===== src/sv/tccs_pkg.sv =====
// shared constants, control word layout and microcode program of the text console
package tccs_pkg;

  // geometry defaults
  localparam int COLUMNS_DEF = 80;
  localparam int ROWS_DEF    = 25;

  // field widths
  localparam int CMD_W      = 2;
  localparam int CHAR_W     = 8;
  localparam int CELL_IDX_W = 11;
  localparam int CURSOR_W   = 11;
  localparam int CELL_W     = 16;
  localparam int ATTR_W     = 8;

  localparam int S_TDATA_W = 24;
  localparam int M_TDATA_W = 40;
  localparam int M_TUSER_W = 1;

  localparam logic [ATTR_W-1:0] ATTR_RESET   = 8'h07;
  localparam logic [CHAR_W-1:0] NEWLINE_CODE = 8'h0A;
  localparam logic [CHAR_W-1:0] BLANK_CODE   = 8'h20;

  // commands
  localparam logic [CMD_W-1:0] CMD_PUT   = 2'd0;
  localparam logic [CMD_W-1:0] CMD_CLEAR = 2'd1;
  localparam logic [CMD_W-1:0] CMD_READ  = 2'd2;

  // microcode address
  localparam int UPC_W = 4;
  typedef logic [UPC_W-1:0] step_t;

  localparam step_t ST_RSTFILL = 4'd0;
  localparam step_t ST_IDLE    = 4'd1;
  localparam step_t ST_WRAP    = 4'd2;
  localparam step_t ST_CHK1    = 4'd3;
  localparam step_t ST_NLTEST  = 4'd4;
  localparam step_t ST_WRCHAR  = 4'd5;
  localparam step_t ST_NL      = 4'd6;
  localparam step_t ST_CHK2    = 4'd7;
  localparam step_t ST_DONE    = 4'd8;
  localparam step_t ST_CLEAR   = 4'd9;
  localparam step_t ST_HOME    = 4'd10;
  localparam step_t ST_READ    = 4'd11;
  localparam step_t ST_SCOPY   = 4'd12;
  localparam step_t ST_SDRAIN  = 4'd13;
  localparam step_t ST_SBLANK  = 4'd14;
  localparam step_t ST_SRET    = 4'd15;

  // next-address kind
  typedef logic [1:0] nx_t;
  localparam nx_t NX_JUMP_IF  = 2'd0;  // cond ? target : step + 1
  localparam nx_t NX_STAY_IF  = 2'd1;  // cond ? step : target
  localparam nx_t NX_DISPATCH = 2'd2;  // wait for a beat, then branch on command
  localparam nx_t NX_RET      = 2'd3;  // back to the saved return step

  typedef logic [2:0] cond_t;
  localparam cond_t C_ALWAYS   = 3'd0;
  localparam cond_t C_ROWOVER  = 3'd1;
  localparam cond_t C_NEWLINE  = 3'd2;
  localparam cond_t C_LOOPMORE = 3'd3;
  localparam cond_t C_OUTBUSY  = 3'd4;

  typedef logic [2:0] cur_t;
  localparam cur_t CUR_HOLD    = 3'd0;
  localparam cur_t CUR_WRAP    = 3'd1;
  localparam cur_t CUR_CLAMP   = 3'd2;
  localparam cur_t CUR_NEWLINE = 3'd3;
  localparam cur_t CUR_ADV     = 3'd4;
  localparam cur_t CUR_HOME    = 3'd5;

  typedef logic [2:0] wr_t;
  localparam wr_t WR_NONE       = 3'd0;
  localparam wr_t WR_ZERO_PTR   = 3'd1;
  localparam wr_t WR_BLANK_PTR  = 3'd2;
  localparam wr_t WR_CHAR_CUR   = 3'd3;
  localparam wr_t WR_BLANK_LAST = 3'd4;

  typedef logic [1:0] rd_t;
  localparam rd_t RD_NONE  = 2'd0;
  localparam rd_t RD_CELL  = 2'd1;
  localparam rd_t RD_SHIFT = 2'd2;

  typedef logic [1:0] lim_t;
  localparam lim_t LIM_NONE  = 2'd0;
  localparam lim_t LIM_CELLS = 2'd1;
  localparam lim_t LIM_MOVE  = 2'd2;
  localparam lim_t LIM_COLS  = 2'd3;

  typedef struct packed {
    nx_t   nx;
    cond_t cond;
    logic  call;
    step_t target;
    cur_t  cur;
    wr_t   wr;
    rd_t   rd;
    lim_t  lim;
    logic  out_load;
  } ctrl_t;

  typedef struct packed {
    logic row_over;
    logic newline;
    logic loop_more;
  } dp_stat_t;

  function automatic ctrl_t mk(input nx_t nx, input cond_t cond, input logic call,
                               input step_t target, input cur_t cur, input wr_t wr,
                               input rd_t rd, input lim_t lim, input logic out_load);
    ctrl_t c;
    c.nx       = nx;
    c.cond     = cond;
    c.call     = call;
    c.target   = target;
    c.cur      = cur;
    c.wr       = wr;
    c.rd       = rd;
    c.lim      = lim;
    c.out_load = out_load;
    return c;
  endfunction

  // the program
  function automatic ctrl_t ucode(input step_t a);
    ctrl_t c;
    unique case (a)
      ST_RSTFILL: c = mk(NX_STAY_IF, C_LOOPMORE, 1'b0, ST_IDLE, CUR_HOLD, WR_ZERO_PTR,
                         RD_NONE, LIM_CELLS, 1'b0);
      ST_IDLE:    c = mk(NX_DISPATCH, C_ALWAYS, 1'b0, ST_IDLE, CUR_HOLD, WR_NONE,
                         RD_NONE, LIM_NONE, 1'b0);
      ST_WRAP:    c = mk(NX_JUMP_IF, C_ALWAYS, 1'b0, ST_CHK1, CUR_WRAP, WR_NONE,
                         RD_NONE, LIM_NONE, 1'b0);
      ST_CHK1:    c = mk(NX_JUMP_IF, C_ROWOVER, 1'b1, ST_SCOPY, CUR_CLAMP, WR_NONE,
                         RD_NONE, LIM_NONE, 1'b0);
      ST_NLTEST:  c = mk(NX_JUMP_IF, C_NEWLINE, 1'b0, ST_NL, CUR_HOLD, WR_NONE,
                         RD_NONE, LIM_NONE, 1'b0);
      ST_WRCHAR:  c = mk(NX_JUMP_IF, C_ALWAYS, 1'b0, ST_DONE, CUR_ADV, WR_CHAR_CUR,
                         RD_NONE, LIM_NONE, 1'b0);
      ST_NL:      c = mk(NX_JUMP_IF, C_ALWAYS, 1'b0, ST_CHK2, CUR_NEWLINE, WR_NONE,
                         RD_NONE, LIM_NONE, 1'b0);
      ST_CHK2:    c = mk(NX_JUMP_IF, C_ROWOVER, 1'b1, ST_SCOPY, CUR_CLAMP, WR_NONE,
                         RD_NONE, LIM_NONE, 1'b0);
      ST_DONE:    c = mk(NX_STAY_IF, C_OUTBUSY, 1'b0, ST_IDLE, CUR_HOLD, WR_NONE,
                         RD_NONE, LIM_NONE, 1'b1);
      ST_CLEAR:   c = mk(NX_STAY_IF, C_LOOPMORE, 1'b0, ST_HOME, CUR_HOLD, WR_BLANK_PTR,
                         RD_NONE, LIM_CELLS, 1'b0);
      ST_HOME:    c = mk(NX_JUMP_IF, C_ALWAYS, 1'b0, ST_DONE, CUR_HOME, WR_NONE,
                         RD_NONE, LIM_NONE, 1'b0);
      ST_READ:    c = mk(NX_JUMP_IF, C_ALWAYS, 1'b0, ST_DONE, CUR_HOLD, WR_NONE,
                         RD_CELL, LIM_NONE, 1'b0);
      ST_SCOPY:   c = mk(NX_STAY_IF, C_LOOPMORE, 1'b0, ST_SDRAIN, CUR_HOLD, WR_NONE,
                         RD_SHIFT, LIM_MOVE, 1'b0);
      ST_SDRAIN:  c = mk(NX_JUMP_IF, C_ALWAYS, 1'b0, ST_SBLANK, CUR_HOLD, WR_NONE,
                         RD_NONE, LIM_NONE, 1'b0);
      ST_SBLANK:  c = mk(NX_STAY_IF, C_LOOPMORE, 1'b0, ST_SRET, CUR_HOLD, WR_BLANK_LAST,
                         RD_NONE, LIM_COLS, 1'b0);
      ST_SRET:    c = mk(NX_RET, C_ALWAYS, 1'b0, ST_IDLE, CUR_HOLD, WR_NONE,
                         RD_NONE, LIM_NONE, 1'b0);
      default:    c = mk(NX_JUMP_IF, C_ALWAYS, 1'b0, ST_IDLE, CUR_HOLD, WR_NONE,
                         RD_NONE, LIM_NONE, 1'b0);
    endcase
    return c;
  endfunction

  // entry step for each command; unused command goes straight to the result
  function automatic step_t dispatch(input logic [CMD_W-1:0] cmd);
    step_t s;
    unique case (cmd)
      CMD_PUT:   s = ST_WRAP;
      CMD_CLEAR: s = ST_CLEAR;
      CMD_READ:  s = ST_READ;
      default:   s = ST_DONE;
    endcase
    return s;
  endfunction

endpackage


===== src/sv/tccs_sequencer.sv =====
// microcode sequencer: step counter, return register, branch and dispatch logic
module tccs_sequencer
  import tccs_pkg::*;
(
  input  logic             clk,
  input  logic             rst,
  input  logic             in_beat,
  input  logic [CMD_W-1:0] in_command,
  input  dp_stat_t         dp_stat,
  input  logic             out_busy,
  output ctrl_t            ctrl,
  output logic             in_ready
);

  step_t upc;
  step_t upc_next;
  step_t ret;
  step_t ret_next;
  logic  cond_true;

  assign ctrl     = ucode(upc);
  assign in_ready = (ctrl.nx == NX_DISPATCH);

  always_comb begin
    unique case (ctrl.cond)
      C_ALWAYS:   cond_true = 1'b1;
      C_ROWOVER:  cond_true = dp_stat.row_over;
      C_NEWLINE:  cond_true = dp_stat.newline;
      C_LOOPMORE: cond_true = dp_stat.loop_more;
      C_OUTBUSY:  cond_true = out_busy;
      default:    cond_true = 1'b0;
    endcase
  end

  always_comb begin
    upc_next = upc;
    ret_next = ret;
    unique case (ctrl.nx)
      NX_JUMP_IF: begin
        if (cond_true) begin
          upc_next = ctrl.target;
          if (ctrl.call) ret_next = upc + 1'b1;
        end else begin
          upc_next = upc + 1'b1;
        end
      end
      NX_STAY_IF:  upc_next = cond_true ? upc : ctrl.target;
      NX_DISPATCH: upc_next = in_beat ? dispatch(in_command) : upc;
      NX_RET:      upc_next = ret;
      default:     upc_next = ST_IDLE;
    endcase
  end

  always_ff @(posedge clk) begin
    if (rst) begin
      upc <= ST_RSTFILL;
      ret <= ST_IDLE;
    end else begin
      upc <= upc_next;
      ret <= ret_next;
    end
  end

endmodule


===== config.mk =====
export PLATFORM = sky130hd
export DESIGN_NAME = tccs_sequencer
export DESIGN_NICKNAME = d
export VERILOG_FILES = /design/src/sv/tccs_pkg.sv /design/src/sv/tccs_sequencer.sv
export SDC_FILE = /design/constraint.sdc
export NUM_CORES = 1
export LEC_CHECK = 0
export BUFFER_PORTS_ARGS = -buffer_cell sky130_fd_sc_hd__buf_2
export CORE_MARGIN = 3
export CORE_UTILIZATION = 57
export CTS_BUF_LIST = sky130_fd_sc_hd__clkbuf_2 sky130_fd_sc_hd__clkbuf_4 sky130_fd_sc_hd__clkbuf_8
export CTS_CLUSTER_DIAMETER = 80
export CTS_CLUSTER_SIZE = 25
export DETAILED_ROUTE_END_ITERATION = 10
export PLACE_DENSITY = 0.82
export RECOVER_POWER = 100
export REMOVE_ABC_BUFFERS = 1
export SYNTH_ARGS = -nofsm -noshare
export SYNTH_HDL_FRONTEND = slang
export SYNTH_SLANG_ARGS = --single-unit

===== constraint.sdc =====
create_clock -name clk -period 2.6 [get_ports clk]
set_input_delay 0.39 -clock clk [delete_from_list [all_inputs] [get_ports clk]]
set_output_delay 0.39 -clock clk [all_outputs]
set_load 0.1 [all_outputs]

* Word level (Yosys, flattened, before mapping)
Memory sizes are Yosys's and may differ from the RTL's. A register that Yosys moved wholly into a read port is not among the register bits. Cells that the tools add are included.
Word-level totals: register bits 8, ROM bits 336, input bits 9, output and inout bits 22, logic and storage cells 28, memories kept 1
Memory list:
- (no name shown) | depth 16, width 21, read ports 1, clocked after Yosys merged registers in 1, write ports 0, line tccs_pkg.sv:127 | unique case (a)
Operators by class: $add $sub $neg 1, eq/ne operators 11, multiplexer cells 8, reduce and logical (&&, ||, !) cells 5
Operators by type and width (number):
- 2-to-1 mux 4 bit | 5
- case mux 4 bit (4 select lines) | 1
- case mux 4 bit (3 select lines) | 1
- equality test 2 bit, second input constant | 3
- equality test 3 x 2 -> 1 bit, second input constant | 2
- case mux 1 bit (5 select lines) | 1
- adder 4 x 1 -> 4 bit, second input constant | 1
- equality test 2 x 1 -> 1 bit, second input constant | 2
- zero test 2 bit | 2
- inequality test 2 bit, second input constant | 2
- equality test 3 x 1 -> 1 bit, second input constant | 1
- equality test 3 bit, second input constant | 1
- zero test 3 bit | 1
- AND reduction 3 bit | 1
- AND reduction 2 bit | 1

* Logic depth before layout (Yosys ltp)
Gate-level depths: netlist (run 1).
depth in word-level cells 6, gate-level depth with buffers 11, gate-level depth less buffers 11

* Worst setup path after synthesis (run 1)
Ideal clock, no wire load.
path kind flip-flop to flip-flop, from register, netlist name ctrl[17], to register, netlist name ctrl[12], library setup time 126 ps, arrival time 2876 ps, required time 2474 ps, slack -402 ps, cell stages (with the launch flop) 11, buffers on the path 0, period minus slack after synthesis 3002 ps, cells stage by stage dfxtp_1 nor2_1 a21o_1 nor3_1 a2111oi_4 a211oi_2 inv_1 ha_1 inv_1 mux2_4 o221ai_2
On the way: word-level cells in the longest chain between the ends 6, elaborated cells on any way between the ends 12, classes of those cells 5 x eq/ne; 5 x mux; 2 x reduce/logical
Ends and longest elaborated chain:
- equality test 3 bit, or another cell as far along | line tccs_sequencer.sv:25 | unique case (ctrl.cond)
- case mux 1 bit (5 select lines) * | line tccs_sequencer.sv:25
- 2-to-1 mux 4 bit or inequality test 2 bit (tied branches)
- case mux 4 bit (4 select lines) or AND reduction 2 bit (tied branches)
- 2-to-1 mux 4 bit (no line) * (2 in series)
Mark *: on every way between the ends. The rest lies on a longest branch, timed or not. A chain may end at the register's enable or synchronous reset.

* Final worst setup path (run 1)
from register upc[1], to register, netlist name ctrl[14]
On the way: word-level cells in the longest chain between the ends 5
Ends and longest elaborated chain:
- start: declaration | line tccs_sequencer.sv:15 | step_t upc;
- start signal: assignment | line tccs_sequencer.sv:59 | upc <= upc_next;
- adder 4 x 1 -> 4 bit | line tccs_sequencer.sv:44 | upc_next = upc + 1'b1;
- 2-to-1 mux 4 bit | line tccs_sequencer.sv:40 | if (cond_true) begin
- case mux 4 bit (4 select lines) | line tccs_sequencer.sv:38 | unique case (ctrl.nx)
- 2-to-1 mux 4 bit (no line) * (2 in series)
Marked as above.

==> impl_metrics.toml, run 1 <==
[status]
status = "finished clean"

[hold_path]
min_to = "ret[2]"
hold_class = "in -> reg"
min_from = "rst"
whs_path_depth = 2

[synthesis]
ys_seq_area_share_pct = 34.8
synth_commonest_cells = "dfxtp_1, nor2_1, nand2_1"
syn_area_um2 = 1610
avgSynthCellArea_um2 = 9.46
synthTopCellsByArea = "dfxtp_1, ha_1, mux2i_1"
synth_top_area_share_pct = 34.8
async_reset_ff_share_pct = 0
yosysWarnings = 0
synth_ff_type = "dfxtp_1"
synth_edf_count = 0
yosys.area.top_type = "dfxtp_1"
synth_seq_cells = 28
ys_types = 52
synth_cells = 170
synth_most_common_cell = "dfxtp_1"

[routing]
ant_nets = 0
first_pass_iters = 4
viasPerCell = 6.15
vias = 1438
drtIter0Drc = 85
routedWlPerCell_um = 16.4
routed_wl_um = 3850
drc = 0

[worst_setup_path]
crit_arrival_ns = 2.70
reg2reg_to = "ctrl[14]"
reg2reg_slack_ns = 0.13
endpoint_kind = "flip-flop"
path_buf_inv = 1
cpLargestDelayFamily = "compound AO/OA/AOI/OAI gates"
path_cells = "ha_1 -> xor2_1 -> mux2i_1 -> nor4_1 -> a211oi_1 -> o21a_1 -> inv_4 -> mux2i_1 -> o221ai_1"
r2r-start = "upc[1]"
critPathMaxFanout = 6
cp.required_ns = 2.83
worstRegToRegCells = 9
crit_type = "reg -> reg"
cp_slowest_cell = "a211oi_1"
worstSetupStartpointType = "flip-flop"
crit_path_max_incr_delay_ns = 0.43
crit_top_cell = "mux2i_1"

[timing]
finalHoldViolCount = 0
setup_viol = 0
skew_ns = 0.0129
relSlewSlack_pct = 22.1
slew_viol_final = 0
rsz0062_at_grt = "false"
fin_setup_tns_ns = 0
fin_crit_sh_pct = 95.1
tightest_slew_ns = 1.17
fmax_ghz = 0.404
finalWorstPathRequiredPeriod_ns = 2.47

[floorplanning]
die-height_um = 59.1
rows = 18
core_area_um2 = 2590
die_w_um = 59.1
initial_utilization_pct = 62.1
ios = 31
dieArea_um2 = 3500

[grt]
antenna_found_initial = 0
grt_use_total_pct = 22.7
grt_pass1_wl_um = 5870
grt_overflow = 0
grt_max_degree = 17
grt_pass1_vias = 1277

[clock_network]
cts_buffers = 3
cts.clk_slew.worst_paths_ns = 0.15
clkLatencyLatePin_ns = 0.34
ctsHtreeMaxLevel = 1
cts_tree = "yes"
cts_buffer_depth = 2
post_cts.repair.setup_buffers = 0
clkSinkCount = 28
root_buffer = "clkbuf_4"

[placed_design]
postPlaceCellArea_um2 = 1790
dp_hpwl_um = 3040
numPortBuffers = 30
gp_congestion = 0.973

[cells_and_area]
nets = 225
diodes = 0
syn_to_final_growth_pct = 11.5
drive_above_1_share_pct = 16.7
stdcell_area_um2 = 1790

[run]
drv_cap = 0
timing repair:
action	CTS	global route
endpoints found under the hold margin	0	0
resized for setup	0	1
hold buffers	0	0
endpoints found under the setup margin	0	1
how the worst max path moves through the flow:
stage / from / endpoint / slack (ns) / depth (start not counted)
floorplan: ctrl[18] / ctrl[12] / -1.04 / 10
global placement: out_busy / ctrl[12] / 0.05 / 11
detailed placement: out_busy / ctrl[12] / -0.02 / 11
CTS: ctrl[18] / ctrl[12] / 0.12 / 10
global route: upc[1] / ctrl[14] / 0.02 / 9
finish: upc[1] / ctrl[14] / 0.13 / 9
cell type report:
class | count | area [um2]
Multi-Input combinational cell | 125 | 936
Fill cell | 213 | 796
Sequential cell | 28 | 561
Timing Repair Buffer | 35 | 160
Inverter | 12 | 47.5
Tap cell | 30 | 37.5
Clock inverter | 1 | 30.0
Clock buffer | 3 | 22.5
layout by cell type (no fill, tap or decap), types with 2 or more instances in the layout:
master	count
o211ai_1	5
inv_1	9
mux2i_1	10
nor2_1	17
a211oi_1	5
and2_1	3
nand3_1	5
clkbuf_4	3
inv_2	2
buf_2	8
maj3_2	2
clkbuf_1	22
nand2_2	2
nor3_1	2
a21o_1	2
dfxtp_1	28
o221ai_1	2
a21oi_1	7
nor3b_1	2
nand2_1	12
buf_4	5
nand2b_1	2
ha_1	11
and3_1	2
o21ai_0	4
a32o_1	2
metrics by stage:
step                util [%]  std cells  hold WS, ns  worst slack, ns
global route            69.3        234        0.356           0.0177
global placement        68.9        230        0.466           0.0522
finish                  69.3        234        0.370            0.127
detailed placement      68.9        230        0.483          -0.0187
floorplan                  -        165        0.453            -1.04
CTS                     71.0        234        0.345            0.116
sequential cells by signal, indices dropped and copies added, names as in the netlist:
signal and count:
ret 4, ctrl 20, upc 4
logic make-up after synthesis:
logic type / count (synthesis) / synth area share, %
AND/OR/NAND/NOR: 57 / 18.8
flip-flops: 28 / 34.8
AO/OA/AOI/OAI: 42 / 22.2
adder cells (fa/ha/maj): 13 / 9.95
XOR/XNOR: 2 / 1.09
buffers and inverters: 17 / 5.99
multiplexers: 11 / 7.15
layer usage:
metal  vias to the layer above  GRT usage (%)  wire, um
met2                        72           33.0      1730
met1                       675           31.6      1680
li1                        678              -         -
met3                        13           3.92       306
met4                         0           12.6       125
met5                         -              0         0
Power of run 1 is not shown: default switching activity piles up to over one toggle a cycle in this logic, so the estimate is an artifact.
==> run 2: changes to the inputs <==
- ABC_AREA: default -> 1
- CTS_CLUSTER_SIZE: 25 -> default
==> run 2 against run 1 <==
Against the previous run:
- die area is 1.3% lower
- core utilization is 2.2 points lower
- critical path depth is 6 higher
- final area is 4.0% lower
- final cell count is 15% higher
- global-route usage is 1.3 points lower
- first-iteration DRC count is 5.9% higher
- register-to-register slack better by 0.16 ns
- clock skew is 0.0044 ns lower
- sequential share of layout area is 1.3 points higher
- critical path type unchanged
- highest routed layer unchanged
- worst setup slack better by 0.16 ns
==> impl_metrics.toml, run 2 <==
[status]
status = "finished clean"

[clock_network]
clkSinkCount = 28
cts_buffer_depth = 2
cts.clk_slew.worst_paths_ns = 0.15
post_cts.repair.setup_buffers = 0
cts_buffers = 3
root_buffer = "clkbuf_4"
ctsHtreeMaxLevel = 1
clkLatencyLatePin_ns = 0.34
ctsHoldBuffers = 0
cts_tree = "yes"
cts-resized-gates = 0

[hold_path]
hold_class = "in -> reg"

[floorplanning]
ios = 31
initial_utilization_pct = 61.8
die_w_um = 58.8
core_area_um2 = 2570
die-height_um = 58.8
dieArea_um2 = 3450
rows = 18

[cells_and_area]
layout_common_cells = "nand2_1, dfxtp_1, nand3_1"
drive_above_1_share_pct = 13.3
final_cells = 270
fillers = 232
diodes = 0
nets = 261
post-route-util_pct = 67.1
largest_reg_flops = 20
syn_to_final_growth_pct = 8.52
final_common_cell = "nand2_1"

[routing]
viasPerCell = 5.17
drtIter0Drc = 90
first_pass_iters = 4
ant_nets = 0
drc = 0
routed_wl_um = 3390
routedWlPerCell_um = 12.5
vias = 1397

[worst_setup_path]
critPathMaxFanout = 8
crit_path_max_incr_delay_ns = 0.54
crit_top_cell = "nand2_1"
crit_arrival_ns = 2.59
critical_path_cell_count = 15
crit_start = "ctrl[19]"
cp_slowest_cell = "dfxtp_1"
crit_type = "reg -> reg"
worstSetupStartpointType = "flip-flop"
path_buf_inv = 3
reg2reg_slack_ns = 0.29
cpLargestDelayFamily = "simple AND/OR/NAND/NOR gates"
reg2reg_to = "ctrl[12]"
endpoint = "ctrl[12]"
endpoint_kind = "flip-flop"
cp.required_ns = 2.88
path_cells = "inv_2 -> nor2_2 -> nand4_2 -> nand2_4 -> nor2_1 -> nand2_1 -> nand2_1 -> nand2_1 -> inv_1 -> ha_1 -> inv_1 -> nand3_1 -> nand2_1 -> nand2_1 -> nand2_1"
worstRegToRegCells = 15
r2r-start = "ctrl[19]"

[timing]
fmax_ghz = 0.433
skew_ns = 0.00854
slew_viol_final = 0
fin_crit_sh_pct = 88.9
relSlewSlack_pct = 21.6
tightest_slew_ns = 1.18
finalHoldViolCount = 0
finalWorstPathRequiredPeriod_ns = 2.31
rsz0062_at_grt = "false"
fin_setup_tns_ns = 0
setup_viol = 0

[synthesis]
syn_area_um2 = 1590
yosysWarnings = 0
synth_edf_count = 0
yosys.area.top_type = "dfxtp_1"
synth_most_common_cell = "nand2_1"
synth_top_area_share_pct = 35.3
ys_types = 32
avgSynthCellArea_um2 = 7.59
async_reset_ff_share_pct = 0
synth_seq_cells = 28
ys_seq_area_share_pct = 35.3
synth_cells = 209
synth_commonest_cells = "nand2_1, dfxtp_1, nand3_1"
synthTopCellsByArea = "dfxtp_1, nand2_1, ha_1"
synth_ff_type = "dfxtp_1"

[grt]
grt_pass1_vias = 1290
antenna_found_initial = 0
grt_max_degree = 17
grt_pass1_wl_um = 5700
grt_overflow = 0
grt_use_total_pct = 21.3

[placed_design]
dp_hpwl_um = 2610
gp_congestion = 0.896
numPortBuffers = 30
dp.cells = 266

[run]
drv_cap = 0
## run 2: cell types whose count changed after synthesis, sizes merged, moves of 4 or more
| cell | delta |
|---|---|
| nand2 | +49 |
| nand3 | +21 |
| inv | +16 |
| mux2i | -10 |
| a211oi | -6 |
| nand4 | +5 |
| o211ai | -4 |
## run 2: cells by family after synthesis
family / Yosys count / synth area share (%)
buffers and inverters: 32 / 8.75
AO/OA/AOI/OAI: 16 / 5.76
adder cells (fa/ha/maj): 11 / 8.67
flip-flops: 28 / 35.3
AND/OR/NAND/NOR: 120 / 40.4
XOR/XNOR: 2 / 1.10
## run 2: worst min-delay path by stage
stage               cells after the start     end  slack (ns)   start
finish                                  3  ret[0]        0.27     rst
CTS                                     2  upc[2]        0.27     rst
global placement                        2  ret[0]        0.48  ret[0]
global route                            3  ret[0]        0.27     rst
floorplan                               2  ret[0]        0.44  ret[0]
detailed placement                      2  ret[0]        0.49  ret[0]
## run 2: worst register-to-register path: cells and delay by family, from the launching register on
kind | cells | cell delay [ns]
adder cells (fa/ha/maj) | 1 | 0.33
buffers and inverters | 3 | 0.31
AND/OR/NAND/NOR | 11 | 1.06
flip-flops | 1 | 0.54
## run 2: layout make-up
class	count	area (um2)	area share (%)
Multi-Input combinational cell	149	835	48.5
Sequential cell	28	561	32.6
Timing Repair Buffer	31	131	7.63
Inverter	28	105	6.10
Tap cell	30	37.5	2.18
Clock inverter	1	30.0	1.74
Clock buffer	3	22.5	1.31
## run 2: metrics by stage
step                      hold WS, ns  instance area [um2]  setup WS [ns]
final                           0.269                 1720          0.288
after detailed placement        0.489                 1750          0.250
after floorplan                 0.436                 1550         -0.764
after global routing            0.270                 1720         0.0173
after global placement          0.478                 1750          0.289
after CTS                       0.270                 1800          0.310
## run 2: metal layers
layer  part of all wire [%]  track usage [%]  wire length [um]  vias to the layer above
met1                     47             27.7              1590                      625
met3                    5.2             3.73               175                        6
li1                       -                -                 -                      723
met5                      0                0                 0                        -
met4                    1.3             7.12                44                        0
met2                     47             35.6              1580                       43
Power of run 2 is left out for the same reason.
